[src/rtl/core/nsr_pkg.sv]
// nsr_pkg: constants, payload structs, status codes and sequencer states
// for the fixed-point newton square root block; no dependencies
package nsr_pkg;

  localparam int MAX_ITER   = 16;
  localparam int FRAC_BITS  = 16;
  localparam int WORD_WIDTH = 32;

  localparam int DATA_W    = 32;
  localparam int STATUS_W  = 2;
  localparam int ITERS_W   = 7;
  localparam int TOL_W     = 32;
  localparam int ITER_W    = $clog2(MAX_ITER + 1);
  localparam int DIV_CNT_W = $clog2(WORD_WIDTH);
  localparam int PROD_W    = WORD_WIDTH + TOL_W;

  localparam logic [TOL_W-1:0] TOL_RESET = TOL_W'(2147484);

  typedef enum logic [STATUS_W-1:0] {
    STAT_CONVERGED  = 2'd0,
    STAT_LIMIT      = 2'd1,
    STAT_ZERO_GUESS = 2'd2
  } status_t;

  typedef struct packed {
    logic [DATA_W-1:0] radicand;
    logic [DATA_W-1:0] initial_guess;
  } in_item_t;

  typedef struct packed {
    logic [DATA_W-1:0]  root;
    status_t            status;
    logic [ITERS_W-1:0] iterations;
  } out_item_t;

  typedef enum logic [2:0] {
    ST_IDLE,
    ST_ISSUE,
    ST_DIV,
    ST_UPD,
    ST_CHK,
    ST_DONE
  } state_t;

  typedef struct packed {
    logic                  start;
    logic [WORD_WIDTH-1:0] dividend;
    logic [WORD_WIDTH-1:0] divisor;
  } div_req_t;

  typedef struct packed {
    logic                  busy;
    logic                  done;
    logic [WORD_WIDTH-1:0] quotient;
  } div_rsp_t;

endpackage

[src/rtl/core/nsr_div.sv]
// nsr_div: iterative restoring divider, quotient = floor(x * 2^FRAC_BITS / g)
// saturated to WORD_WIDTH bits, one quotient bit per cycle; uses nsr_pkg
module nsr_div
  import nsr_pkg::*;
(
  input  logic     clk,
  input  logic     rst_n,
  input  div_req_t req,
  output div_rsp_t rsp
);

  localparam int W  = WORD_WIDTH;
  localparam int SH = WORD_WIDTH - FRAC_BITS;

  logic                 busy_r, busy_nxt;
  logic                 done_r, done_nxt;
  logic [DIV_CNT_W-1:0] cnt_r, cnt_nxt;
  logic [W-1:0]         rem_r, rem_nxt;
  logic [W-1:0]         quo_r, quo_nxt;
  logic [W-1:0]         dvs_r, dvs_nxt;

  logic [W:0]  shifted;
  logic [W:0]  trial;
  logic        fits;
  logic        sat;

  always_ff @(posedge clk) begin
    if (!rst_n) begin
      busy_r <= 1'b0;
      done_r <= 1'b0;
      cnt_r  <= '0;
    end else begin
      busy_r <= busy_nxt;
      done_r <= done_nxt;
      cnt_r  <= cnt_nxt;
    end
    rem_r <= rem_nxt;
    quo_r <= quo_nxt;
    dvs_r <= dvs_nxt;
  end

  // quo_r shifts the low dividend bits out the top and quotient bits in below
  always_comb begin
    shifted  = {rem_r, quo_r[W-1]};
    trial    = shifted - {1'b0, dvs_r};
    fits     = !trial[W];
    // quotient overflows exactly when x >= g * 2^(W - FRAC_BITS)
    sat      = {{SH{1'b0}}, req.dividend} >= {req.divisor, {SH{1'b0}}};

    busy_nxt = busy_r;
    done_nxt = 1'b0;
    cnt_nxt  = cnt_r;
    rem_nxt  = rem_r;
    quo_nxt  = quo_r;
    dvs_nxt  = dvs_r;

    if (req.start) begin
      dvs_nxt = req.divisor;
      if (sat) begin
        quo_nxt  = '1;
        done_nxt = 1'b1;
      end else begin
        rem_nxt  = W'(req.dividend >> SH);
        quo_nxt  = W'({req.dividend, {FRAC_BITS{1'b0}}});
        cnt_nxt  = DIV_CNT_W'(W - 1);
        busy_nxt = 1'b1;
      end
    end else if (busy_r) begin
      rem_nxt = fits ? trial[W-1:0] : shifted[W-1:0];
      quo_nxt = {quo_r[W-2:0], fits};
      cnt_nxt = cnt_r - 1'b1;
      if (cnt_r == '0) begin
        busy_nxt = 1'b0;
        done_nxt = 1'b1;
      end
    end
  end

  assign rsp.busy     = busy_r;
  assign rsp.done     = done_r;
  assign rsp.quotient = quo_r;

  a_start_when_free: assert property (@(posedge clk) disable iff (!rst_n)
    req.start |-> !busy_r && !done_r)
    else $error("divider started while busy");

  a_last_step_done: assert property (@(posedge clk) disable iff (!rst_n)
    busy_r && cnt_r == '0 && !req.start |=> done_r && !busy_r)
    else $error("divider missed its done pulse");

  a_done_not_busy: assert property (@(posedge clk) disable iff (!rst_n)
    done_r |-> !busy_r)
    else $error("divider done while still stepping");

  a_sat_fast: assert property (@(posedge clk) disable iff (!rst_n)
    req.start && sat |=> done_r && quo_r == '1)
    else $error("saturated quotient not returned");

endmodule

[src/rtl/core/newton_square_root_top.sv]
// newton square root: one Newton (Heron) step per pass of a shared divider
// a zero guess goes straight to the result; else each step passes ST_ISSUE, ST_DIV, ST_UPD
// and ST_CHK, for at most MAX_ITER steps, and a saturated quotient skips the bit-serial divide;
// the restoring divide takes most of the time; one item in work at a time, the next
// input transfer comes in the cycle after the result is loaded, later if out_stall holds it
// synchronous active-low reset clears control and loads the tolerance reset value
module newton_square_root_top
  import nsr_pkg::*;
(
  input  logic              clk,
  input  logic              rst_n,
  input  logic              in_valid,
  output logic              in_stall,
  input  in_item_t          in_data,
  output logic              out_valid,
  input  logic              out_stall,
  output out_item_t         out_data,
  input  logic              cfg_wr_en,
  input  logic [TOL_W-1:0]  cfg_wr_data
);

  localparam int W = WORD_WIDTH;
  localparam logic [W-1:0] NEXT_SAT = {1'b0, {(W-1){1'b1}}};

  state_t             state_r, state_nxt;
  logic [TOL_W-1:0]   tol_r;
  logic [W-1:0]       x_r, x_nxt;
  logic [W-1:0]       g_r, g_nxt;
  logic [W-1:0]       next_r, next_nxt;
  logic [W-1:0]       diff_r, diff_nxt;
  logic [PROD_W-1:0]  prod_r, prod_nxt;
  logic [ITER_W-1:0]  iter_r, iter_nxt;
  out_item_t          res_r, res_nxt;
  logic               out_valid_r, out_valid_nxt;
  out_item_t          out_data_r, out_data_nxt;

  div_req_t           div_req;
  div_rsp_t           div_rsp;

  logic [W:0]         sum_w;
  logic [W-1:0]       guess_in;
  logic               in_xfer;

  nsr_div u_div (
    .clk   (clk),
    .rst_n (rst_n),
    .req   (div_req),
    .rsp   (div_rsp)
  );

  always_ff @(posedge clk) begin
    if (!rst_n) begin
      state_r     <= ST_IDLE;
      tol_r       <= TOL_RESET;
      out_valid_r <= 1'b0;
    end else begin
      state_r     <= state_nxt;
      out_valid_r <= out_valid_nxt;
      if (cfg_wr_en) begin
        tol_r <= cfg_wr_data;
      end
    end
    x_r        <= x_nxt;
    g_r        <= g_nxt;
    next_r     <= next_nxt;
    diff_r     <= diff_nxt;
    prod_r     <= prod_nxt;
    iter_r     <= iter_nxt;
    res_r      <= res_nxt;
    out_data_r <= out_data_nxt;
  end

  assign guess_in = W'(in_data.initial_guess);
  assign in_stall = (state_r != ST_IDLE);
  assign in_xfer  = in_valid && !in_stall;

  always_comb begin
    state_nxt     = state_r;
    x_nxt         = x_r;
    g_nxt         = g_r;
    next_nxt      = next_r;
    diff_nxt      = diff_r;
    prod_nxt      = prod_r;
    iter_nxt      = iter_r;
    res_nxt       = res_r;
    out_valid_nxt = out_valid_r && out_stall;
    out_data_nxt  = out_data_r;

    div_req.start    = 1'b0;
    div_req.dividend = x_r;
    div_req.divisor  = g_r;

    sum_w = {1'b0, g_r} + {1'b0, div_rsp.quotient};

    case (state_r)
      ST_IDLE: begin
        if (in_xfer) begin
          x_nxt    = W'(in_data.radicand);
          g_nxt    = guess_in;
          iter_nxt = '0;
          if (guess_in == '0) begin
            res_nxt.root       = '0;
            res_nxt.status     = STAT_ZERO_GUESS;
            res_nxt.iterations = '0;
            state_nxt          = ST_DONE;
          end else begin
            state_nxt = ST_ISSUE;
          end
        end
      end
      ST_ISSUE: begin
        div_req.start = 1'b1;
        state_nxt     = ST_DIV;
      end
      ST_DIV: begin
        if (div_rsp.done) begin
          // saturated sum halves to the all-ones value shifted right
          next_nxt  = sum_w[W] ? NEXT_SAT : sum_w[W:1];
          state_nxt = ST_UPD;
        end
      end
      ST_UPD: begin
        diff_nxt  = (next_r >= g_r) ? next_r - g_r : g_r - next_r;
        prod_nxt  = PROD_W'(tol_r) * PROD_W'(next_r);
        iter_nxt  = iter_r + 1'b1;
        state_nxt = ST_CHK;
      end
      ST_CHK: begin
        res_nxt.root       = DATA_W'(next_r);
        res_nxt.iterations = ITERS_W'(iter_r);
        // exact test: diff * 2^32 < tol * next
        if (next_r == '0 || {diff_r, {TOL_W{1'b0}}} < prod_r) begin
          res_nxt.status = STAT_CONVERGED;
          state_nxt      = ST_DONE;
        end else if (iter_r == ITER_W'(MAX_ITER)) begin
          res_nxt.status = STAT_LIMIT;
          state_nxt      = ST_DONE;
        end else begin
          g_nxt     = next_r;
          state_nxt = ST_ISSUE;
        end
      end
      ST_DONE: begin
        if (!out_valid_r || !out_stall) begin
          out_valid_nxt = 1'b1;
          out_data_nxt  = res_r;
          state_nxt     = ST_IDLE;
        end
      end
      default: begin
        state_nxt = ST_IDLE;
      end
    endcase
  end

  assign out_valid = out_valid_r;
  assign out_data  = out_data_r;

  a_div_idle: assert property (@(posedge clk) disable iff (!rst_n)
    state_r == ST_IDLE |-> !div_rsp.busy)
    else $error("divider busy with no item in work");

  a_iter_cap: assert property (@(posedge clk) disable iff (!rst_n)
    state_r == ST_CHK |-> iter_r <= ITER_W'(MAX_ITER) && iter_r != '0)
    else $error("step count out of range");

  a_zero_guess: assert property (@(posedge clk) disable iff (!rst_n)
    in_xfer && guess_in == '0 |=> state_r == ST_DONE)
    else $error("zero guess not short-cut");

  a_limit_count: assert property (@(posedge clk) disable iff (!rst_n)
    out_valid_r && out_data_r.status == STAT_LIMIT |->
      out_data_r.iterations == ITERS_W'(MAX_ITER))
    else $error("limit status with wrong step count");

endmodule
[config.mk]
export PLATFORM = sky130hd
export DESIGN_NAME = newton_square_root_top
export DESIGN_NICKNAME = d
export VERILOG_FILES = /design/src/rtl/core/nsr_pkg.sv /design/src/rtl/core/nsr_div.sv /design/src/rtl/core/newton_square_root_top.sv
export SDC_FILE = /design/constraint.sdc
export NUM_CORES = 2
export LEC_CHECK = 0
export ABC_AREA = 0
export BUFFER_PORTS_ARGS = -buffer_cell sky130_fd_sc_hd__buf_2
export CORE_MARGIN = 2
export CORE_UTILIZATION = 30
export CTS_CLUSTER_DIAMETER = 50
export DETAILED_ROUTE_END_ITERATION = 10
export GPL_TIMING_DRIVEN = 1
export PLACE_DENSITY_LB_ADDON = 0.1
export RECOVER_POWER = 50
export SYNTH_ARGS = -nofsm -noshare
export SYNTH_HDL_FRONTEND = slang
export SYNTH_SLANG_ARGS = --single-unit
[constraint.sdc]
create_clock -name clk -period 8.81 [get_ports clk]
set_input_delay 0.4405 -clock clk [delete_from_list [all_inputs] [get_ports clk]]
set_output_delay 0.4405 -clock clk [all_outputs]
set_load 0.01 [all_outputs]
* Yosys cells after proc, flatten, opt, wreduce, memory -nomap -nowiden
Cells that the tools add are included.
** Storage, ports and cells
- Memories kept :: 0
- RAM bits :: 0
- ROM bits :: 0
- Logic and storage cells :: 111
- Output and inout bits :: 43
- Register bits after elaboration :: 418
- Latch bits :: 0
** Cells by class
- Multipliers :: 1
- $lt $le $gt $ge :: 3
- Div/mod/pow operators :: 0
- Multiplexer cells :: 40
- Bitwise logic cells :: 0
- Shift-type cells :: 0
- Reductions and logical operators :: 25
- Eq/ne operators :: 14
- $add $sub $neg :: 6
** Operators by type and width (number)
- 2-to-1 mux 32 bit :: 11
- 2-to-1 mux 41 bit :: 2
- case mux 41 bit (2 select lines) :: 1
- zero test 32 bit :: 2
- less-than comparator 64 bit :: 1
- multiplier 32 x 32 -> 64 bit :: 1
- case mux 32 bit (2 select lines) :: 1
- subtractor 32 bit :: 2
- >= comparator 32 x 48 -> 1 bit :: 1
- adder 32 x 32 -> 33 bit :: 1
- subtractor 33 x 32 -> 33 bit :: 1
- >= comparator 32 bit :: 1
- 2-to-1 mux 5 bit :: 4
- 2-to-1 mux 3 bit :: 6
- case mux 3 bit (6 select lines) :: 1
- inequality test 2 bit, second input constant :: 6
- 2-to-1 mux 1 bit :: 11
- case mux 5 bit (2 select lines) :: 1
- AND reduction 2 bit :: 5
- AND reduction 4 bit :: 2
- == test 3 x 2 -> 1 bit, second input constant :: 2
- == test 3 bit, second input constant :: 2
- AND reduction 3 bit :: 2
- nonzero test 2 bit :: 3
- 13 further kinds :: 19

* Logic depth before layout (Yosys ltp)
- Depth in word-level cells :: 5
- Depth in mapped cells :: 28
- Depth with buffers taken out :: 26

* Hierarchy
A second synthesis with hierarchy kept.
** Second synthesis, totals
- Cells, all modules :: 5691
- Area total of the unflattened synthesis :: 55562.0 um^2
** By module, submodules not included
- newton_square_root_top :: sequential area each 8888.5 um^2, cells an instance 5031, area an instance 48990.7 um^2, instances 1
- nsr_div :: sequential area each 3022.9 um^2, cells an instance 660, area an instance 6571.3 um^2, instances 1

* Least setup slack after synthesis
Ideal clock, no wire load.
- Path kind :: register -> register
- Start :: reg next_r[23]
- End :: reg prod_r[60] (data pin)
- Path slack :: 1.416 ns
- Data required time :: 8.547 ns
- Setup time :: 0.263 ns
- Stages on the path, launching flop included :: 27
- Data arrival time :: 7.131 ns
- Cell sequence :: edfxtp_1 > clkbuf_1 > clkbuf_1 > nand2_1 > fa_1 > inv_1 > fa_1 > fa_1 > fa_1 > fa_1 > fa_1 > fa_1 > inv_1 > fa_1 > inv_1 > ha_1 > clkbuf_1 > a21oi_1 > a31oi_1 > nor3_1 > o31ai_1 > a211oi_1 > a21oi_1 > a221o_1 > and2_1 > a311oi_1 > xnor2_1
** Between the ends
- Cells in the longest elaborated chain, start to end :: 1
** Ends and longest elaborated chain
- start, declared :: line newton_square_root_top.sv:29 : logic [W-1:0] next_r, next_nxt;
- start signal, assigned :: line newton_square_root_top.sv:65 : next_r <= next_nxt;
- multiplier 32 x 32 -> 64 bit :: line newton_square_root_top.sv:124 : prod_nxt = PROD_W'(tol_r) * PROD_W'(next_r);
- end signal, assigned :: line newton_square_root_top.sv:67 : prod_r <= prod_nxt;
- end, declared :: line newton_square_root_top.sv:31 : logic [PROD_W-1:0] prod_r, prod_nxt;
No other way between the ends.
A chain may end at the register's enable or synchronous reset.

* Worst setup path after layout
- Start :: reg tol_r[5]
- End :: reg prod_r[40] (data pin)
** Between the ends
- Cells in the longest elaborated chain, start to end :: 1
** Ends and longest elaborated chain
- start, declared :: line newton_square_root_top.sv:26 : logic [TOL_W-1:0] tol_r;
- start signal, assigned :: line newton_square_root_top.sv:60 : tol_r <= cfg_wr_data;
- multiplier 32 x 32 -> 64 bit :: line newton_square_root_top.sv:124
No other way between the ends.

==> impl_metrics.env <==
export IMPL_status="finished with violations"
export IMPL_failed_checks="capacitance limit, slew limit"
export IMPL_cp_end_kind="flop"
export IMPL_gp_congestion=0.822
export IMPL_layout_cells_non_filler=8206
export IMPL_cts_tree="yes"
export IMPL_synth_simple_area_share_pct=15.5
export IMPL_initial_core_util_pct=30.1
export IMPL_clock_skew_ps=56.7
export IMPL_crit_chain="buf_4 -> and2_1 -> fa_1 -> fa_1 -> inv_1 -> fa_1 -> fa_1 -> inv_1 -> ha_1 -> ha_1 -> fa_1 -> fa_1 -> ha_1 -> nand4_1 -> o21bai_1 -> nor2_1 -> o22ai_1 -> o41ai_1 -> o41ai_1 -> nand4_1 -> o31ai_1 -> a21oi_1 -> xnor2_1"
export IMPL_whs_path_depth=3
export IMPL_synth_fa_ha_area_share_pct=42.3
export IMPL_grt_pass1_vias=42900
export IMPL_synth_top_family_by_area="adder cells"
export IMPL_vias=39300
export IMPL_hold_worst_slack_ps=50.9
export IMPL_fmax_mhz=118
export IMPL_fillers=18800
export IMPL_grt_usage_pct=20.0
export IMPL_setup_viol=0
export IMPL_hold_path_class="in -> reg"
export IMPL_cp_start_kind="flop"
export IMPL_slew_viol_final=412
export IMPL_numCtsBuffers=68
export IMPL_synth_xor_area_share_pct=2.18
export IMPL_drc_errors=0
export IMPL_cts_clk_slew_worst_paths_ps=60
export IMPL_yosysUniqueCellTypes=81
export IMPL_timing_rr_start="tol_r[5]$_SDFFE_PN0P_"
export IMPL_io_buffers=140
export IMPL_slowest_delay_ps=1010
export IMPL_async_flop_share_pct=0
export IMPL_drt_total_wl_um=183000
export IMPL_path_max_fanout=15
export IMPL_drt_iter0_markers=2200
export IMPL_synth_seq_area_share_pct=21.7
export IMPL_ant_nets=0
export IMPL_area_growth_pct=12.8
export IMPL_drv_cap=10
export IMPL_rsz0062_at_grt="no"
export IMPL_clk_latency_ps=690
export IMPL_yosys_warnings=0
export IMPL_io_pins=144
export IMPL_cts_sinks=411
export IMPL_die_x_um=432
export IMPL_netlist_area_um2=55000
export IMPL_synth_edf_count=368
export IMPL_grt_antenna_before_repair=15
export IMPL_grt_first_pass_wirelength_um=280000
export IMPL_crit_arrival_ps=8890
export IMPL_dr_pass1_iters=6
export IMPL_grt_max_degree=75
export IMPL_crit_top_cell="fa_1"
export IMPL_synthFlopType="edfxtp_1"
export IMPL_relSlewSlack_pct=-158
export IMPL_synth_compound_area_share_pct=8.39
export IMPL_nets=7201
export IMPL_path_buf_inv=3
export IMPL_worstHoldStart="cfg_wr_data[11]"
export IMPL_drive_gt1_share_pct=6.81
export IMPL_core_um2=183000
export IMPL_cts_root_buf="clkbuf_16"
export IMPL_worst_setup_path_type="reg -> reg"
export IMPL_muxShareOfSynthArea_pct=0.899
export IMPL_clockBufferDepth=3
export IMPL_ys_seq_elements=411
export IMPL_rr_worst_depth=23
export IMPL_critPathRequiredTime_ps=9200
export IMPL_overflow=0
export IMPL_synth_cells=5617
export IMPL_post_route_util_pct=33.9
export IMPL_cts_max_level=3
export IMPL_dieArea_um2=187000
export IMPL_dieHeight_um=432
export IMPL_cp_top_family="adder cells"
export IMPL_dp_hpwl_um=141000
export IMPL_vias_per_cell=4.79
export IMPL_wl_per_cell_um=22.3
export IMPL_worst_slew_pin_slew_ps=3880
export IMPL_worst_path_stages=23
export IMPL_critPathSlowestCell="dfxtp_1"
export IMPL_crit_start="tol_r[5]$_SDFFE_PN0P_"
export IMPL_finalHoldViolCount=0
export IMPL_place_inst=8013
export IMPL_syn_avg_cell_area_um2=9.79
export IMPL_row_count=157
export IMPL_layout_worst_path_cycle_share_pct=96.5
export IMPL_min_period_ps=8500
export IMPL_fin_tns_setup_ps=0
==> per-layer routing <==
| layer | share of wire (%) | vias up | global-route usage (%) |
|---|---|---|---|
| met1 | 45 | 20400 | 26.9 |
| met4 | 2.2 | 2 | 4.38 |
| met2 | 50 | 678 | 34.8 |
| met3 | 3.2 | 153 | 1.96 |
| li1 | - | 18100 | - |
| met5 | 0.0071 | - | 0 |
==> Yosys cell counts (all sizes together), types with 40 or more instances <==
cell | number | area share (%)
nand2 | 548 | 3.7
dfxtp | 43 | 1.6
xor2 | 54 | 0.86
nand3 | 53 | 0.49
and2 | 651 | 7.4
inv | 1030 | 7.0
edfxtp | 368 | 20
nor2 | 168 | 1.1
xnor2 | 83 | 1.3
nand4 | 40 | 0.46
clkbuf | 253 | 1.7
fa | 871 | 32
a21oi | 201 | 1.8
a21o | 122 | 1.7
o21ai | 148 | 1.4
ha | 467 | 11
mux2i | 46 | 0.84
==> cell type report <==
| type | instances | area [um^2] | area share, % |
|---|---|---|---|
| Inverter | 1030 | 3870 | 6.24 |
| Tap cell | 2385 | 2980 | 4.81 |
| Clock buffer | 78 | 1770 | 2.85 |
| Sequential cell | 411 | 11900 | 19.2 |
| Multi-Input combinational cell | 3896 | 38200 | 61.6 |
| Clock inverter | 47 | 544 | 0.878 |
| Timing Repair Buffer | 355 | 2730 | 4.41 |
| Antenna cell | 4 | 10.0 | 0.0161 |
==> cell usage in the layout, fill, tap and decap left out, types with 23 or more instances in the layout <==
| master | count |
|---|---|
| a211oi_1 | 23 |
| a21o_1 | 122 |
| a21oi_1 | 198 |
| a31oi_1 | 34 |
| and2_1 | 649 |
| and3_1 | 25 |
| buf_12 | 31 |
| buf_2 | 94 |
| buf_4 | 114 |
| clkbuf_1 | 66 |
| clkbuf_16 | 68 |
| dfxtp_1 | 42 |
| dlygate4sd3_1 | 56 |
| edfxtp_1 | 368 |
| fa_1 | 871 |
| ha_1 | 467 |
| inv_1 | 1028 |
| mux2i_1 | 46 |
| nand2_1 | 547 |
| nand2b_1 | 26 |
| nand3_1 | 52 |
| nand4_1 | 40 |
| nor2_1 | 168 |
| nor2b_1 | 32 |
| nor3_1 | 30 |
| nor4_1 | 30 |
| o21a_1 | 34 |
| o21ai_0 | 139 |
| o21bai_1 | 32 |
| xnor2_1 | 83 |
| xor2_1 | 54 |
==> final timing paths <==
path	slack [ps]	end
setup reg to reg	310	prod_r[40]$_DFFE_PP_
setup / recovery	310	prod_r[40]$_DFFE_PP_
hold / removal	50	tol_r[11]$_SDFFE_PN0P_
hold reg to reg	420	out_data[14]$_DFFE_PP_
==> kinds of logic (layout without fill, tap and decap cells) <==
group,after synthesis,after routing
compound gates,715,715
xor+xnor,137,137
fa+ha+maj,1338,1338
buf+inv,1312,1510
flops,411,411
mux,49,49
other cells,1,7
simple gates,1654,1654
==> flip-flops by register name, indices dropped and copies added, names as in the netlist <==
signal and cells:
u_div.done_r 1, u_div.dvs_r 32, x_r 32, g_r 32
next_r 31, diff_r 32, res_r 38, out_valid 1
u_div.busy_r 1, u_div.cnt_r 5, u_div.rem_r 32, tol_r 32
out_data 38, state_r 3, iter_r 5, u_div.quo_r 32
prod_r 64
==> what timing repair did <==
item / 4_1_cts / 5_1_grt
setup endpoints to repair: 0 / 1
resized for setup: 0 / 1
endpoints found under the hold margin: 56 / 0
hold buffers: 56 / 0
setup buffers: 0 / 8
==> worst reg2reg max path, delay by kind of cell, from the launching register on <==
| kind | cells | cell delay [ps] |
|---|---|---|
| simple gates | 4 | 850 |
| compound gates | 6 | 1870 |
| buf+inv | 3 | 460 |
| fa+ha+maj | 9 | 3900 |
| xor+xnor | 1 | 160 |
| flops | 1 | 1010 |
==> metrics by stage <==
stage	area, um^2	worst slack (ps)
floorplan	55000	1420
global placement	59100	379
detailed placement	59100	367
CTS	62000	312
global route	62000	16.5
finish	62000	311
Power is left out: the tool's default activity adds up to more than one toggle a clock period on the data nets, which glitch-free logic cannot reach.
